===== src/rtl/ntbls_pkg.sv =====
package ntbls_pkg;

    localparam int TABLE_DEPTH = 256;
    localparam int NAME_BYTES  = 8;

    localparam int IDX_W   = $clog2(TABLE_DEPTH);
    localparam int CNT_W   = IDX_W + 1;
    localparam int NAME_W  = 64;
    localparam int REF_W   = 16;
    localparam int SLOT_W  = 8;
    localparam int COUNT_W = 9;

    localparam logic CMD_WRITE  = 1'b0;
    localparam logic CMD_LOOKUP = 1'b1;

    typedef enum logic [1:0] {
        ST_IDLE,
        ST_READ,
        ST_CMP,
        ST_DONE
    } t_state;

    typedef struct packed {
        logic less;
        logic greater;
    } t_order;

    // ASCII upper case letters fold to lower case; every other byte passes.
    function automatic logic [7:0] fold_byte(input logic [7:0] c);
        logic [7:0] r;
        r = c;
        if (c >= 8'h41 && c <= 8'h5A) begin
            r = c + 8'h20;
        end
        return r;
    endfunction

endpackage


===== src/rtl/ntbls_cmp.sv =====
module ntbls_cmp (
    input  logic [ntbls_pkg::NAME_W-1:0] i_key,
    input  logic [ntbls_pkg::NAME_W-1:0] i_stored,
    output ntbls_pkg::t_order            o_order
);

    logic [7:0] a_byte;
    logic [7:0] b_byte;
    logic       settled;

    // The first differing byte decides; a shared zero byte ends both names.
    always_comb begin
        o_order = '0;
        settled = 1'b0;
        a_byte  = '0;
        b_byte  = '0;
        for (int pos = 0; pos < ntbls_pkg::NAME_BYTES; pos++) begin
            a_byte = ntbls_pkg::fold_byte(i_key[ntbls_pkg::NAME_W-1-8*pos -: 8]);
            b_byte = ntbls_pkg::fold_byte(i_stored[ntbls_pkg::NAME_W-1-8*pos -: 8]);
            if (!settled) begin
                if (a_byte != b_byte) begin
                    o_order.less    = (a_byte < b_byte);
                    o_order.greater = (a_byte > b_byte);
                    settled         = 1'b1;
                end else if (a_byte == 8'h00) begin
                    settled = 1'b1;
                end
            end
        end
    end

endmodule


===== config.mk =====
export PLATFORM = sky130hd
export DESIGN_NAME = ntbls_cmp
export DESIGN_NICKNAME = d
export VERILOG_FILES = /design/src/rtl/ntbls_pkg.sv /design/src/rtl/ntbls_cmp.sv
export SDC_FILE = /design/constraint.sdc
export NUM_CORES = 1
export LEC_CHECK = 0
export ABC_AREA = 1
export BUFFER_PORTS_ARGS = -buffer_cell sky130_fd_sc_hd__buf_4
export CAP_MARGIN = 20
export CORE_MARGIN = 2
export CORE_UTILIZATION = 52
export DETAILED_ROUTE_END_ITERATION = 8
export GPL_TIMING_DRIVEN = 0
export PLACE_DENSITY_LB_ADDON = 0.15
export SLEW_MARGIN = 20
export SYNTH_ARGS = -nofsm -noshare
export SYNTH_HDL_FRONTEND = slang
export SYNTH_SLANG_ARGS = --single-unit

===== constraint.sdc =====
create_clock -name vclk -period 5.3
set_input_delay 1.325 -clock vclk [all_inputs]
set_output_delay 1.325 -clock vclk [all_outputs]
set_load 0.005 [all_outputs]

# After elaboration in Yosys (flattened, before gate mapping)
# Index checks and enable logic that the tools add are counted.
[totals]
reg_bits = 0
inputBits = 128
out_inout_bits = 2
word_cells = 146
[op_classes]
n_addsub = 16
order_cmp = 48
eq_ne = 8
mux = 51
n_reduce_logical = 23
[op_table]
columns = ["cell", "count"]
rows = [
  ["$add A8 B6 Y8 const B", 16],
  ["$ge A8 B7 Y1 const B", 16],
  ["$le A8 B7 Y1 const B", 16],
  ["$mux W8", 16],
  ["$gt A8 B8 Y1", 8],
  ["$lt A8 B8 Y1", 8],
  ["$ne A8 B8 Y1", 8],
  ["$logic_not A8 Y1", 7],
  ["$mux W2", 15],
  ["$mux W1", 20],
  ["$logic_and A1 B1 Y1", 16],
]

# Longest topological paths before layout
[depth]
ltp_word = 19
ltp_mapped = 27
depth_no_buf = 27

# Least setup slack after synthesis
# Ideal clock, no wire load.
[synth_path]
path_type = "input-to-output"
from = "input port i_key[58] in the netlist's numbering"
to = "output port o_order[0] in the netlist's numbering"
t_arrival_ns = 3.543
t_required_ns = 3.975
path_slack_ns = 0.432
cell_stages = 21
path_buffers = 0
path_cell_list = "o21bai_1 > a311oi_1 > nand2_1 > nor2_1 > nor2_1 > ha_1 > nand2_1 > nor2_2 > nand4_2 > o21bai_4 > clkinv_4 > nand3_4 > nor2_4 > nand2_2 > nor2_4 > nand3_2 > nor2_2 > inv_2 > nor2_2 > inv_1 > nand2_1"
[synth_rtl]
columns = ["item", "line", "text"]
rows = [
  ["from (decl)", "ntbls_cmp.sv:2", "input logic [ntbls_pkg::NAME_W-1:0] i_key,"],
  ["to (decl)", "ntbls_cmp.sv:4", "output ntbls_pkg::t_order o_order"],
]

==> results <==
- Ranked by total cell area, the synthesized netlist is headed by ha_1 31%, inv_1 14%, nand2_1 9.6%.
- For this configuration, the core starts out at a cell density of 0.544.
- The count of final max-slew check failures came to 0.
- The cell row count is 28.
- Averaged over all synthesized cells, the footprint is 5.93 um^2.
- The run finished with clean final reports.
- The leading cell type in the layout, fill and taps excluded is buf_4.
- The remaining number of nets flagged by the antenna check after routing is 0.
- The pre-CTS setup slack is -41.9 ps.
- The least setup slack across all paths after layout is 26.0 ps.
- Buffers placed on the I/O ports in this run total 130.
- The sequential fraction of the synthesis area is 0.
- The number of global-route vias before repair is 3954.
- The first-pass GRT wire length is 15100 um.
- Entering global routing, the biggest net connects 6 pins.
- Setup repair after global routing could not meet its margin everywhere.
- On the worst path, the slowest cell contributes a delay of 510 ps.
- The first detailed-routing pass took 4 iterations.
- After the first detailed-routing iteration, the DRC count stood at 108.
- Summing every instance area after synthesis gives 3260 um^2.
- The critical path in this run is classified as primary input to output port.
- For the final routed database, the setup TNS stands at 0 ps.
- The number of diodes is 0.
- The global placement routability congestion is 0.834.
- The maximum fanout along the worst path is 3.
- The analysis attributes to cell leakage a power of 2.60 nW.
- In the final layout, the share of cells above drive strength 1 is 0.271.
- STA classifies the critical path endpoint as an output port.
- The relative area change from synthesis to final layout is 37.6%.
- Pin placement for this block handled 130 I/O pins.
- The initial antenna violation count is 0.
- Detailed placement finished with a half-perimeter wire length of 7690 um.
- Registers take 0 um^2.
- In the routed design, unresolved DRC markers number 0.
- The hold violation count in the final report came to 0.
- The die is 83.2 um tall.
- For the worst setup path, the data arrival time is 3950 ps.
- For the pin with the worst max-slew slack, the measured transition is 846 ps.
- After detailed routing, the total wire length is 8500 um.
- In this run, post-CTS hold repair placed 0 buffers.
- The worst setup path is launched from a primary input.
- The worst-case IR drop observed on VDD is 0.0434 mV.
- After layout, the clock buffer instance count stands at 0.
- The total overflow left after global routing is 0.
- The post-synthesis instance total is 550.
- The global-route total usage across every layer is 0.241.
- The critical path goes through buf_4 -> nor3_1 -> nand2_1 -> nand3_1 -> inv_1 -> or2_2 -> ha_1 -> nand4_1 -> nor4_1 -> o211ai_1 -> nor2_4 -> inv_2 -> nor2_4 -> inv_1 -> nand2_1 -> buf_6.
- The design has 0 sequential cells.
- The worst slew margin relative to its limit is 0.431.
- Along the worst hold path, the cell count comes to 8.
- For this design, the slowest cell found on the critical path is nor4_1.
- The count of maximum capacitance violations is 0.
- The final route contains 3948 vias.
- The share of the clock period used by the worst path is 0.995.
- The final count of negative-setup-slack endpoints is 0.
- Total power for the finished layout comes to 315 uW.
- The number of nets in the synthesized netlist is 758.
- The total power per unit cell area is 70.2 nW/um^2.
- For this run, the post-layout net count is 896.
- The required arrival time at the worst endpoint is 3970 ps.
- The class of the tightest hold or removal check is primary input to output port.
- From left edge to right edge, the die measures 83.2 um.
- The minimum clock period is 5270 ps.
- The area of the die is 6920 um^2.
- After synthesis, the netlist uses 38 different library cells.
- The Yosys step of the flow raised 0 warnings.
- Timing would allow up to 0.190 GHz.
- The placeable core region is 5990 um^2.
- Of the post-synthesis cell area, the dominant cell type holds 0.307.
- Dividing the detail-routed via count by the number of cells gives 5.19.
- The share of the core filled with cells in the final layout is 0.749.
- In the final routed layout, each cell accounts on average for 11.2 um.
- The cell taking the most area after synthesis is ha_1.
- The library cells used most frequently in the layout, excluding fill and tap cells, are 134 x buf_4, 120 x inv_1, 82 x nand2_1, 80 x ha_1, 62 x nor2_1.
==> layer usage <==
layer / part of all wire / track usage / wire length [um]
met3: 0.046 / 0.0179 / 391
met4: 0.012 / 0.0492 / 105
met5: 0 / 0 / 0
met1: 0.43 / 0.275 / 3620
met2: 0.51 / 0.482 / 4380
==> logic make-up after synthesis <==
kind of cell | count (synthesis) | share of synthesized area
simple gates | 261 | 0.392
buf+inv | 127 | 0.148
compound gates | 81 | 0.150
fa+ha+maj | 80 | 0.307
xor+xnor | 1 | 0.00269
==> worst max-delay path, delay by kind of cell <==
kind	cells	cell delay [ps]
AND/OR/NAND/NOR	9	1680
adder cells (fa/ha/maj)	1	300
buffers and inverters	5	390
AO/OA/AOI/OAI	1	250
==> Yosys cell counts <==
master / n
inv_1: 122
nand2_1: 83
ha_1: 80
nor2_1: 66
nand3_1: 39
a21oi_1: 34
o21ai_0: 23
nor3_1: 16
nand4_1: 11
nor3b_1: 9
nand2_2: 7
nor2_2: 6
or2_2: 6
inv_2: 4
nand3_2: 4
nor4_1: 4
o2111ai_1: 4
o21bai_1: 4
nor2_4: 3
o21a_1: 3
a21o_1: 2
nand3_4: 2
o211ai_1: 2
o221a_2: 2
a2111oi_0: 1
a211oi_1: 1
a21boi_0: 1
a311oi_1: 1
a31o_2: 1
and3_1: 1
clkinv_4: 1
nand3b_1: 1
nand4_2: 1
nand4_4: 1
o21ai_1: 1
o21bai_4: 1
or2_1: 1
xnor2_1: 1
==> timing repair <==
action	in CTS	in global routing
buffers inserted	6	0
gates resized for setup	6	19
setup endpoints to repair	2	2
pin swaps	13	12
==> path summary, 6_finish.rpt <==
kind                       from          to  slack (ps)
worst min-delay path  i_key[39]  o_order[1]        3360
worst max-delay path   i_key[8]  o_order[0]          30
==> metrics by stage <==
step                      area [um^2]  std cells  hold WS, ps
final                            4480        761         3360
after detailed placement         4330        755         3360
after global routing             4480        761         3430
after floorplan                  3260        550         3080
after global placement           4330        755         3350
after CTS                        4400        761         3350
==> cell type report <==
class	instances	area [um^2]
multi-input cells	423	2870
repair buffers	136	1030
inverters	127	492
well taps	75	93.8
fillers	484	1510
==> power breakdown <==
part	internal [mW]	switching [mW]	total [mW]
logic	0.155	0.160	0.315
registers	0	0	0
clock network	0	0	0
total	0.155	0.160	0.315
Note: power is estimated with default switching activity, not from simulation.
